`src/rtl/wot_ram.sv`:
```
// ----------------------------------------------------------------------------
// wot_ram: generic single-port RAM
// One access a cycle, a write also reading the old word; read data is registered.
// ----------------------------------------------------------------------------
module wot_ram #(
   parameter int WIDTH = 8,
   parameter int DEPTH = 32
) (
   input  logic                     clock,
   input  logic                     wr_en,
   input  logic [$clog2(DEPTH)-1:0] addr,
   input  logic [WIDTH-1:0]         wr_data,
   output logic [WIDTH-1:0]         rd_data
);

   logic [WIDTH-1:0] mem_ff [DEPTH];

   // Write port and registered read port.
   always_ff @(posedge clock) begin
      if (wr_en) begin
         mem_ff[addr] <= wr_data;
      end
      rd_data <= mem_ff[addr];
   end

endmodule

```
`config.mk`:
```
export PLATFORM = sky130hd
export DESIGN_NAME = wot_ram
export DESIGN_NICKNAME = d
export VERILOG_FILES = /design/src/rtl/wot_ram.sv
export SDC_FILE = /design/constraint.sdc
export NUM_CORES = 1
export LEC_CHECK = 0
export CAP_MARGIN = 10
export CORE_ASPECT_RATIO = 1.4
export CORE_MARGIN = 2
export CORE_UTILIZATION = 57
export CTS_BUF_LIST = sky130_fd_sc_hd__clkbuf_8
export DETAILED_ROUTE_END_ITERATION = 6
export DONT_BUFFER_PORTS = 1
export GPL_TIMING_DRIVEN = 0
export PLACE_DENSITY = 0.8
export SYNTH_ARGS = -nofsm -noshare
export SYNTH_HDL_FRONTEND = slang
export SYNTH_SLANG_ARGS = --single-unit
```
`constraint.sdc`:
```
create_clock -name clock -period 2.1 [get_ports clock]
set_input_delay 0.42 -clock clock [delete_from_list [all_inputs] [get_ports clock]]
set_output_delay 0.42 -clock clock [all_outputs]
set_load 0.05 [all_outputs]
```
==> key figures, run 1 <==
Cells and area
  • Layout area overhead: 13.7%
  • Layout cells sized above 1: 15.8%
  • ANT cells: 0
  • Final nets: 654

Route
  • DRC viols: 0
  • Final wirelength: 23.3 mm
  • WL/cell: 26.1 um
  • Post-route ant nets: 0
  • Starting DRC count in detailed routing: 692
  • Via count: 5,640
  • DRT Pass-1 Iters: 5
  • Via density: 6.30

Floorplanning
  • Starting Density: 58.4%
  • FP Rows: 57
  • Top-level I/O count: 23
  • Die ar.: 19,000 um2
  • Die extent in x: 117 um
  • Die Y: 162 um
  • Core area: 17,500 um2

Synth
  • Synth top cells by count: edfxtp_1 (256), mux2i_1 (128), o22ai_1 (63)
  • Synth Warn #: 0
  • Synth area leader: edfxtp_1
  • Combinational family with the most area after synthesis: multiplexers
  • Synth Instances: 576
  • Synth area leaders: edfxtp_1 (75%), mux2i_1 (13%), o22ai_1 (3.9%), dfxtp_1 (1.6%), buf_2 (1.1%)
  • Mux cell area share after synthesis: 12.6%
  • Synth Area in Compound Gates: 3.98%
  • Post-synthesis sequential area ratio: 76.9%
  • Top-area cell type share of the netlist area: 75.3%
  • Library cells used by synthesis: 24
  • Most common cell in the netlist: edfxtp_1
  • Ys async rst share: 0%
  • Syn Area/Cell: 17.7 um2
  • XOR/XNOR Fraction of Synth Area: 0%
  • Syn Std Cell Area: 10,200 um2
  • Synth Area in Adders: 0%
  • #FFs+latches synth: 264
  • Main flop type after synthesis: edfxtp_1
  • Number of synthesized flops with an enable pin: 256
  • Mapped Nets: 591
  • Synth Area in Simple Gates: 4.85%

Timing
  • RSZ-0062 raised after global routing: true
  • Tightest Pin Transition: 0.785 ns
  • Setup violators final: 56
  • Slew headroom: 47.5%
  • Fmax: 0.465 GHz
  • Tcrit/Tclk final: 102%
  • Final Worst Setup Slack: -0.0485 ns
  • Hold Fails Final Rpt: 0
  • Crit path time final: 2.15 ns
  • Max Slew Vio Count: 0
  • Clk_skew: 0.0237 ns

Global route
  • Largest net degree at the start of global routing: 33
  • Vias in the first global route: 5,549
  • Global-route wire length before repair: 32.8 mm
  • Total Routing Usage GR: 23.8%
  • Grt ovf: 0
  • Antenna violations before repair: 0

CTS
  • Clock Path Buffers: 3
  • CTS tree: done
  • CTS clk-pin slew, worst paths: 0.07 ns
  • Clk Latency, worst-skew pair: 0.51 ns
  • Total CTS buffers: 36
  • Root buf cell: clkbuf_8
  • Sink Count: 264
  • H-tree depth: 2

Worst hold path
  • Hold/Removal Path Class: in2reg

Critical path
  • Crit-path max FO: 10
  • Critical path required time: 2.23 ns
  • Critical path endpoint category: register
  • Critical path launch point type: input port
  • Critical path class: in2reg
  • Worst path arrival time: 2.28 ns
  • R2R setup slack: 0.54 ns

Placement
  • GP Congestion: 0.943
  • Buffers on Ports: 0
  • DP Worst Slack: -0.701 ns
  • DP HPWL: 13.9 mm

Flow run
  • Max-cap violations: 0

Run status
  • Status: complete, but fails checks
  • Failing checks: setup timing

Power
  • Leakage Power: 3.98 nW
  • Peak supply drop: 0.000404 V
  • Power Dens Cells: 876 nW/um2
  • Overall power: 10.2 mW
timing repair:
action,CTS,global route
pin swaps,0,2
endpoints found under the setup margin,139,187
resized for setup,8,30
setup buffers,0,3
hold buffers,8,14
endpoints found under the hold margin,18,48
critical path, stage by stage:
cell,delay [ns]
clkbuf_1,0.16
buf_2,0.22
buf_2,0.25
nand3b_1,0.51
nor2_1,0.71
path summary, 6_finish.rpt:
path,start,endpoint,cells past startpoint
hold reg to reg,mem_ff[4][6],rd_data[6],4
setup reg to reg,mem_ff[0][0],rd_data[0],4
hold / removal,wr_data[7],mem_ff[16][7],0
setup / recovery,addr[1],mem_ff[29][7],5
cell usage in the layout (no fill, tap or decap), types with 2 or more instances in the layout:
| cell | count |
|---|---|
| edfxtp_1 | 256 |
| mux2i_1 | 128 |
| o22ai_1 | 63 |
| clkbuf_8 | 43 |
| buf_2 | 22 |
| dlygate4sd3_1 | 22 |
| nor2_4 | 14 |
| nor2_1 | 14 |
| nor4_1 | 10 |
| nand2_1 | 10 |
| inv_1 | 10 |
| clkbuf_1 | 8 |
| dfxtp_1 | 8 |
| nor4_2 | 6 |
| nand4bb_1 | 5 |
| nand4b_1 | 4 |
| or4b_1 | 4 |
| nand3b_1 | 4 |
| or3b_2 | 3 |
| buf_4 | 3 |
| buf_1 | 2 |
| buf_6 | 2 |
| nor3_2 | 2 |
| nor3_4 | 2 |
| clkinv_1 | 2 |
per-layer routing:
| layer | GRT usage (%) | share of wire, % | wire length, um | vias to the layer above |
|---|---|---|---|---|
| li1 | - | - | - | 2448 |
| met3 | 4.18 | 9.8 | 2280 | 48 |
| met4 | 10.3 | 3.4 | 799 | 0 |
| met2 | 40.1 | 52 | 12200 | 342 |
| met5 | 0 | 0 | 0 | - |
| met1 | 30.2 | 34 | 8030 | 2802 |
final cells by class:
| class | instances | area (um2) |
|---|---|---|
| plain buffers | 35 | 175 |
| clock buffers | 43 | 592 |
| clock inverters | 15 | 87.6 |
| fillers | 1125 | 5870 |
| multi-input cells | 277 | 2370 |
| flip-flops and latches | 264 | 7850 |
| well taps | 236 | 295 |
| repair buffers | 25 | 243 |
where the power goes:
part / internal (mW) / switching, mW
Combinational: 0.182 / 0.308
Clock: 1.96 / 1.75
Sequential: 5.86 / 0.111
Total: 8.01 / 2.17
kinds of logic (layout without fill, tap and decap cells):
| group | count (synthesis) | after routing |
|---|---|---|
| DFF | 264 | 264 |
| muxes | 128 | 128 |
| and+or+nand+nor | 85 | 85 |
| AOI/OAI and AO/OA | 64 | 64 |
| buffers and inverters | 35 | 118 |
flip-flops by register name, summed over array words and instances, names as in the netlist:
| name | count |
|---|---|
| rd_data | 8 |
| mem_ff | 256 |
stage by stage:
| stage | hold slack, ns | setup TNS [ns] | instance area [um2] | utilization, % | instances |
|---|---|---|---|---|---|
| 2_1_floorplan | 0.519 | 0 | 10200 | - | 576 |
| 3_3_place_gp | 0.521 | -114.88 | 10500 | 60.2 | 812 |
| 3_5_place_dp | 0.521 | -132.46 | 10500 | 60.2 | 812 |
| 4_1_cts | 0.000190 | -11.67 | 11300 | 64.7 | 878 |
| 5_1_grt | -0.000399 | -5.15 | 11600 | 66.4 | 895 |
| 6_report | 0.00262 | -1.63 | 11600 | 66.4 | 895 |
No activity file was read; power rests on OpenSTA's default activity.
==> run 2: changes to the inputs <==
ABC_CLOCK_PERIOD_IN_PS = 2100   (was default)
CORE_MARGIN = default   (was 2)
==> run 2 against run 1 <==
Against the previous run:
- the flow now finishes without violations
- register-to-register slack is essentially flat
- cell count is 0.34% lower
- setup slack gained 0.11 ns
- power decreased by 0.19%
- critical endpoint is now mem_ff[17][1]
- highest routed layer unchanged
- critical path type unchanged
- via count decreased by 3.0%
==> key figures, run 2 (synthesis gave the netlist of run 1 again) <==
Run status
  • Status: completed

Timing
  • Max Slew Vio Count: 0 (unchanged)
  • Final Worst Setup Slack: 0.0567 ns (+0.105 ns)
  • Setup violators final: 0 (-100%)
  • Fmax: 0.489 GHz (+5.1%)
  • Hold Fails Final Rpt: 0 (unchanged)
  • Tightest Pin Transition: 1.11 ns (+0.325 ns)
  • Clk_skew: 0.0126 ns (-0.0111 ns)
  • RSZ-0062 raised after global routing: true
  • Crit path time final: 2.04 ns (-0.105 ns)
  • Setup TNS: 0 ns (+1.63 ns)
  • Tcrit/Tclk final: 97.3% (-5.0 points)
  • Slew headroom: 25.8% (-22 points)

CTS
  • Sink Count: 264 (unchanged)
  • Total CTS buffers: 37 (+2.8%)
  • CTS tree: done
  • CTS clk-pin slew, worst paths: 0.06 ns (about the same)
  • Clock Path Buffers: 3 (unchanged)
  • Root buf cell: clkbuf_8
  • Clk Latency, worst-skew pair: 0.52 ns (about the same)
  • H-tree depth: 2 (unchanged)

Floorplanning
  • Core area: 17,500 um2 (unchanged)
  • FP Rows: 57 (unchanged)
  • Die ar.: 18,500 um2 (-2.9%)
  • Die extent in x: 115 um (-1.7%)
  • Starting Density: 58.4% (unchanged)
  • Die Y: 160 um (-1.2%)
  • Top-level I/O count: 23 (unchanged)

Placement
  • DP HPWL: 13.8 mm (-0.85%)
  • GP Congestion: 0.909 (-3.6%)
  • Buffers on Ports: 0 (unchanged)
  • DP Worst Slack: -0.646 ns (+0.0552 ns)

Route
  • Via density: 6.13 (-2.7%)
  • Met1 WL: 8.16 mm (+1.7%)
  • Wire length on met2: 10.6 mm (-14%)
  • Starting DRC count in detailed routing: 605 (-13%)
  • Met3 wire len: 1.57 mm (-31%)
  • WL/cell: 23.8 um (-8.5%)
  • Post-route ant nets: 0 (unchanged)
  • DRT Pass-1 Iters: 5 (unchanged)
  • Top Metal Used: met4
  • Via count: 5,469 (-3.0%)
  • DRC viols: 0 (unchanged)
  • Final wirelength: 21.3 mm (-8.8%)

Cells and area
  • Final nets: 643 (-1.7%)
  • Largest regs: mem_ff: 256 flops, rd_data: 8 flops
  • Top reg by flops: mem_ff
  • ANT cells: 0 (unchanged)
  • Post-layout util: 66.0% (-0.46 points)
  • Seq. cell area: 7850 um2 (unchanged)
  • Max FFs per register: 256 (unchanged)
  • Fillcell total: 1,100 (-2.2%)
  • Layout cells sized above 1: 17.4% (+1.6 points)
  • Layout area overhead: 12.9%
  • Area of the multi-input gates: 2350 um2 (-0.74%)
  • Commonest cells after routing, fill and taps aside: edfxtp_1 (256), mux2i_1 (128), o22ai_1 (63)
  • Commonest non-fill, non-tap cell in the layout: edfxtp_1

Worst hold path
  • Hold/Removal Path Class: in2reg

Global route
  • Grt ovf: 0 (unchanged)
  • Largest net degree at the start of global routing: 33 (unchanged)
  • Global-route wire length before repair: 31.6 mm (-3.7%)
  • Vias in the first global route: 5,423 (-2.3%)
  • Total Routing Usage GR: 23.8% (+0.027 points)
  • Antenna violations before repair: 0 (unchanged)

Power
  • Power Dens Cells: 881 nW/um2 (+0.50%)
  • Leakage Power: 3.97 nW (-0.39%)
  • Peak supply drop: 0.000436 V (+7.9%)

Critical path
  • Critical path required time: 2.25 ns (+0.02 ns)
  • Critical path class: in2reg
  • Critical path endpoint category: register
  • Worst path arrival time: 2.19 ns (-0.09 ns)
  • Crit-path max FO: 10 (unchanged)
  • Critical path launch point type: input port

Flow run
  • Max-cap violations: 0 (unchanged)
==> run 2: cell count changes in the layout (fill, tap and decap cells not counted) <==
cell	before	now
buf_12	0	5
nor2_4	14	11
inv_1	10	9
bufinv_16	1	0
buf_4	3	4
clkinv_4	0	1
nor2_1	14	15
clkinv_2	1	7
clkinv_1	2	7
dlygate4sd3_1	22	4
nor2_2	1	3
clkbuf_8	43	42
==> run 2: power by group <==
part / total [mW] / switching, mW / internal [mW] / leakage [nW]
clock network: 3.67 / 1.82 / 1.84 / 0.393
registers: 5.97 / 0.107 / 5.86 / 2.37
logic: 0.517 / 0.337 / 0.180 / 1.20
==> run 2: path summary, 6_finish.rpt <==
check / start / endpoint / slack, ns / cells after the start
hold reg to reg: mem_ff[4][6] / rd_data[6] / 0.65 / 4
hold / removal: wr_data[3] / mem_ff[26][3] / 0.20 / 1
setup / recovery: addr[1] / mem_ff[17][1] / 0.06 / 5
setup reg to reg: mem_ff[26][0] / rd_data[0] / 0.53 / 4
==> run 2: final cells by class <==
class	count	share of cell area, %
sequential	264	68.1
multi-input combinational	277	20.4
clock buffer	42	5.02
tap	236	2.56
buffer	35	1.52
timing repair buffer	13	1.48
clock inverter	25	0.966
==> run 2: metrics by stage <==
| stage | power (mW) | area [um2] | instances | hold WS (ns) |
|---|---|---|---|---|
| global placement | 6.45 | 10500 | 812 | 0.521 |
| global route | 10.4 | 11500 | 892 | 0.189 |
| floorplan | 6.35 | 10200 | 576 | 0.519 |
| detailed placement | 6.47 | 10500 | 812 | 0.520 |
| finish | 10.2 | 11500 | 892 | 0.197 |
| CTS | 10.2 | 11400 | 888 | 0.189 |
==> run 2: what timing repair did <==
| action | 4_1_cts | 5_1_grt |
|---|---|---|
| hold buffers | 9 | 0 |
| setup buffers | 0 | 4 |
| endpoints found under the setup margin | 98 | 156 |
| gates resized for setup | 4 | 30 |
| endpoints found under the hold margin | 253 | 0 |
| pin swaps | 0 | 3 |
==> run 2: per-layer routing <==
layer  GRT usage (%)  vias up
met3            5.43       54
met4            12.8        0
met1            30.4     2735
li1                -     2430
met2            38.0      250
met5               0        -
==> run 2: critical path, cell delays in order <==
cell	delay, ns
clkbuf_1	0.14
buf_2	0.20
buf_2	0.25
nand3b_1	0.44
nor2_1	0.74
==> run 3: changes to the inputs <==
ABC_AREA = 1   (was default)
CTS_CLUSTER_SIZE = 12   (was default)
SKIP_LAST_GASP = 1   (was default)
==> run 3 against run 2 <==
Against the previous run:
- critical endpoint is now mem_ff[3][0]
- global-route usage is 4.8 points higher
- setup slack lost 0.13 ns
- non-clock buffer count increased by 24
- die area rose by 7.5%
- combinational power grew 42%
- power grew 0.27%
- synthesized cell count increased by 85%
- via count rose by 42%
- cell count increased by 57%
- count of clock-buffer cells in the layout fell by 5
- the flow now finishes with violations (DRC, setup timing)
- highest routed layer is now met5
- sequential share of layout area fell by 4.0 points
==> key figures, run 3 <==
Run status
  • Status: complete, but fails checks
  • Failing checks: DRC, setup timing

Synth
  • #FFs+latches synth: 264 (unchanged)
  • Syn Area/Cell: 10.3 um2 (-42%)
  • Synth Area in Compound Gates: 0% (-4.0 points)
  • Syn Std Cell Area: 11,000 um2 (+7.7%)
  • Synth Area in Adders: 0% (unchanged)
  • Most common cell in the netlist: nand2_1
  • Mux cell area share after synthesis: 0% (-13 points)
  • Synth area leader: edfxtp_1
  • Ys async rst share: 0% (unchanged)
  • Library cells used by synthesis: 12 (-50%)
  • Top-area cell type share of the netlist area: 70.0% (-5.4 points)
  • Synth area leaders: edfxtp_1 (70%), nand2_1 (23%), nor2_1 (1.6%), dfxtp_1 (1.5%), buf_2 (1.1%)
  • Synth Instances: 1,063 (+85%)
  • Synth Area in Simple Gates: 25.8% (+21 points)
  • Synth top cells by count: nand2_1 (680), edfxtp_1 (256), nor2_1 (48)
  • XOR/XNOR Fraction of Synth Area: 0% (unchanged)
  • Main flop type after synthesis: edfxtp_1
  • Synth Warn #: 0 (unchanged)
  • Combinational family with the most area after synthesis: simple AND/OR/NAND/NOR gates
  • Post-synthesis sequential area ratio: 71.4% (-5.5 points)
  • Mapped Nets: 1,078 (+82%)
  • Number of synthesized flops with an enable pin: 256 (unchanged)

Critical path
  • Critical Path Slowest Stage Cell: nor2_1
  • RR Startpoint: mem_ff[14][2]
  • Critical path's largest stage delay: 0.77 ns (+0.03 ns)
  • Critical path endpoint category: register
  • Worst path arrival time: 2.32 ns (+0.13 ns)
  • Critical path class: in2reg
  • Most used cell, CP: buf_2
  • Critical path launch point type: input port
  • Top delay family on crit path: simple AND/OR/NAND/NOR gates
  • Worst-path cell chain: buf_2 -> buf_4 -> buf_2 -> nand3_1 -> nor2_1
  • Critical path required time: 2.24 ns (about the same)
  • CP Buf/Inv Count: 3 (unchanged)
  • Crit-path max FO: 10 (unchanged)
  • Critical Path Start: addr[0]

Cells and area
  • Seq. cell area: 7850 um2 (unchanged)
  • Layout cells sized above 1: 9.89% (-7.5 points)
  • Final nets: 1,142 (+78%)
  • Post-layout util: 65.3% (-0.65 points)
  • Layout area overhead: 11.5%
  • Top reg by flops: mem_ff
  • Fillcell total: 1,385 (+26%)
  • Max FFs per register: 256 (unchanged)
  • Commonest cells after routing, fill and taps aside: nand2_1 (680), edfxtp_1 (256), clkbuf_8 (37)
  • ANT cells: 0 (unchanged)
  • Area of the multi-input gates: 2860 um2 (+22%)
  • Largest regs: mem_ff: 256 flops, rd_data: 8 flops
  • Commonest non-fill, non-tap cell in the layout: nand2_1

Global route
  • Vias in the first global route: 7,360 (+36%)
  • Gr busiest metal: met2
  • M2 GR Usage: 49.4% (+11 points)
  • Antenna violations before repair: 1 (+1)
  • Met3 Use GR: 5.53% (+0.095 points)
  • Grt ovf: 0 (unchanged)
  • Total Routing Usage GR: 28.6% (+4.8 points)
  • Largest net degree at the start of global routing: 31 (-6.1%)
  • Global-route wire length before repair: 41.3 mm (+31%)
  • Met1 GRT Util: 32.8% (+2.5 points)

CTS
  • CTS clk-pin slew, worst paths: 0.07 ns (about the same)
  • Total CTS buffers: 36 (-2.7%)
  • Sink Count: 264 (unchanged)
  • Clk Latency, worst-skew pair: 0.52 ns (about the same)
  • H-tree depth: 2 (unchanged)
  • Number of setup buffers added after CTS: 0 (unchanged)
  • Clock Path Buffers: 3 (unchanged)
  • Root buf cell: clkbuf_8
  • CTS tree: done

Timing
  • Crit path time final: 2.17 ns (+0.131 ns)
  • RSZ-0062 raised after global routing: true
  • Setup violators final: 112 (+112)
  • Clk_skew: 0.0140 ns (+0.00142 ns)
  • Tcrit/Tclk final: 104% (+6.3 points)
  • Tightest Pin Transition: 1.20 ns (+0.0949 ns)
  • Slew headroom: 19.4% (-6.3 points)
  • Max Slew Vio Count: 0 (unchanged)
  • Hold Fails Final Rpt: 0 (unchanged)
  • Fmax: 0.460 GHz (-6.0%)
  • Final Worst Setup Slack: -0.0747 ns (-0.131 ns)

Power
  • Peak supply drop: 0.000373 V (-14%)
  • Switch share: 24.4% (+2.0 points)
  • Psw: 2.48 mW (+9.3%)
  • Power Dens Cells: 831 nW/um2 (-5.6%)
  • Internal: 7.70 mW (-2.3%)
  • Leakage Power: 5.11 nW (+29%)
  • Gate power share: 7.2% (+2.1 points)
  • Clock power frac: 34.3% (-1.8 points)
  • Flop pwr share: 58.5% (-0.3 points)

Route
  • Final wirelength: 28.1 mm (+32%)
  • Via count: 7,788 (+42%)
  • DRT Pass-1 Iters: 7 (+2)
  • Post-route ant nets: 0 (unchanged)
  • Via density: 5.57 (-9.1%)
  • WL/cell: 20.1 um (-16%)
  • DRC viols: 8 (+8)
  • Starting DRC count in detailed routing: 981 (+62%)

Placement
  • GP Congestion: 0.899 (-1.2%)
  • DP HPWL: 16.0 mm (+16%)
  • Buffers on Ports: 0 (unchanged)
  • DP Worst Slack: -0.581 ns (+0.0649 ns)

Worst hold path
  • Hold Startpoint: wr_data[3]
  • Hold/Removal Path Class: in2reg

Floorplanning
  • FP Rows: 59 (+3.5%)
  • Top-level I/O count: 23 (unchanged)
  • Starting Density: 58.6% (+0.19 points)
  • Die extent in x: 119 um (+3.7%)
  • Die Y: 166 um (+3.7%)
  • Die ar.: 19,800 um2 (+7.5%)
  • Core area: 18,800 um2 (+7.3%)

Flow run
  • Max-cap violations: 0 (unchanged)
run 3: final cells by class:
type                    instances  area share [%]
plain buffers                  46            2.11
clock buffers                  37            4.16
clock inverters                27           0.930
inverters                      13           0.398
multi-input cells             740            23.4
flip-flops and latches        264            64.1
well taps                     244            2.49
repair buffers                 26            2.45
run 3: logic make-up (layout without fill, tap and decap cells):
| logic type | Yosys count | in the layout |
|---|---|---|
| buffers and inverters | 59 | 149 |
| DFF | 264 | 264 |
| and+or+nand+nor | 740 | 740 |
run 3: worst paths after layout:
check                        to  slack (ns)  depth (start not counted)
setup / recovery   mem_ff[3][0]       -0.07                          5
hold / removal    mem_ff[11][3]        0.20                          1
setup reg to reg     rd_data[2]        0.84                          8
hold reg to reg      rd_data[7]        0.77                          8
run 3: what timing repair did:
action,4_1_cts,5_1_grt
endpoints found under the setup margin,8,127
gates resized for setup,1,11
endpoints found under the hold margin,203,5
hold buffers,22,4
run 3: power groups by stage:
stage | logic, mW | clock network (mW) | registers (mW)
global placement | 0.535 | 0 | 6.06
floorplan | 0.381 | 0 | 6.06
global route | 0.784 | 3.72 | 5.96
CTS | 0.695 | 3.47 | 5.95
detailed placement | 0.545 | 0 | 6.07
finish | 0.732 | 3.50 | 5.95
run 3: per-stage QoR:
stage | TNS (ns) | power, mW | std cells | cell area, um2 | hold WS, ns
after floorplan | 0 | 6.44 | 1063 | 11000 | 0.519
after global placement | -100.45 | 6.60 | 1307 | 11300 | 0.521
after detailed placement | -105.90 | 6.61 | 1307 | 11300 | 0.521
after CTS | 0 | 10.1 | 1393 | 12200 | 0.000360
after global routing | -7.99 | 10.5 | 1397 | 12200 | 0.194
final | -5.02 | 10.2 | 1397 | 12200 | 0.197
run 3: layer usage:
layer,up-vias,wire length [um]
li1,3570,-
met1,3594,9610
met2,500,13900
met3,122,2690
met4,2,1930
met5,-,11
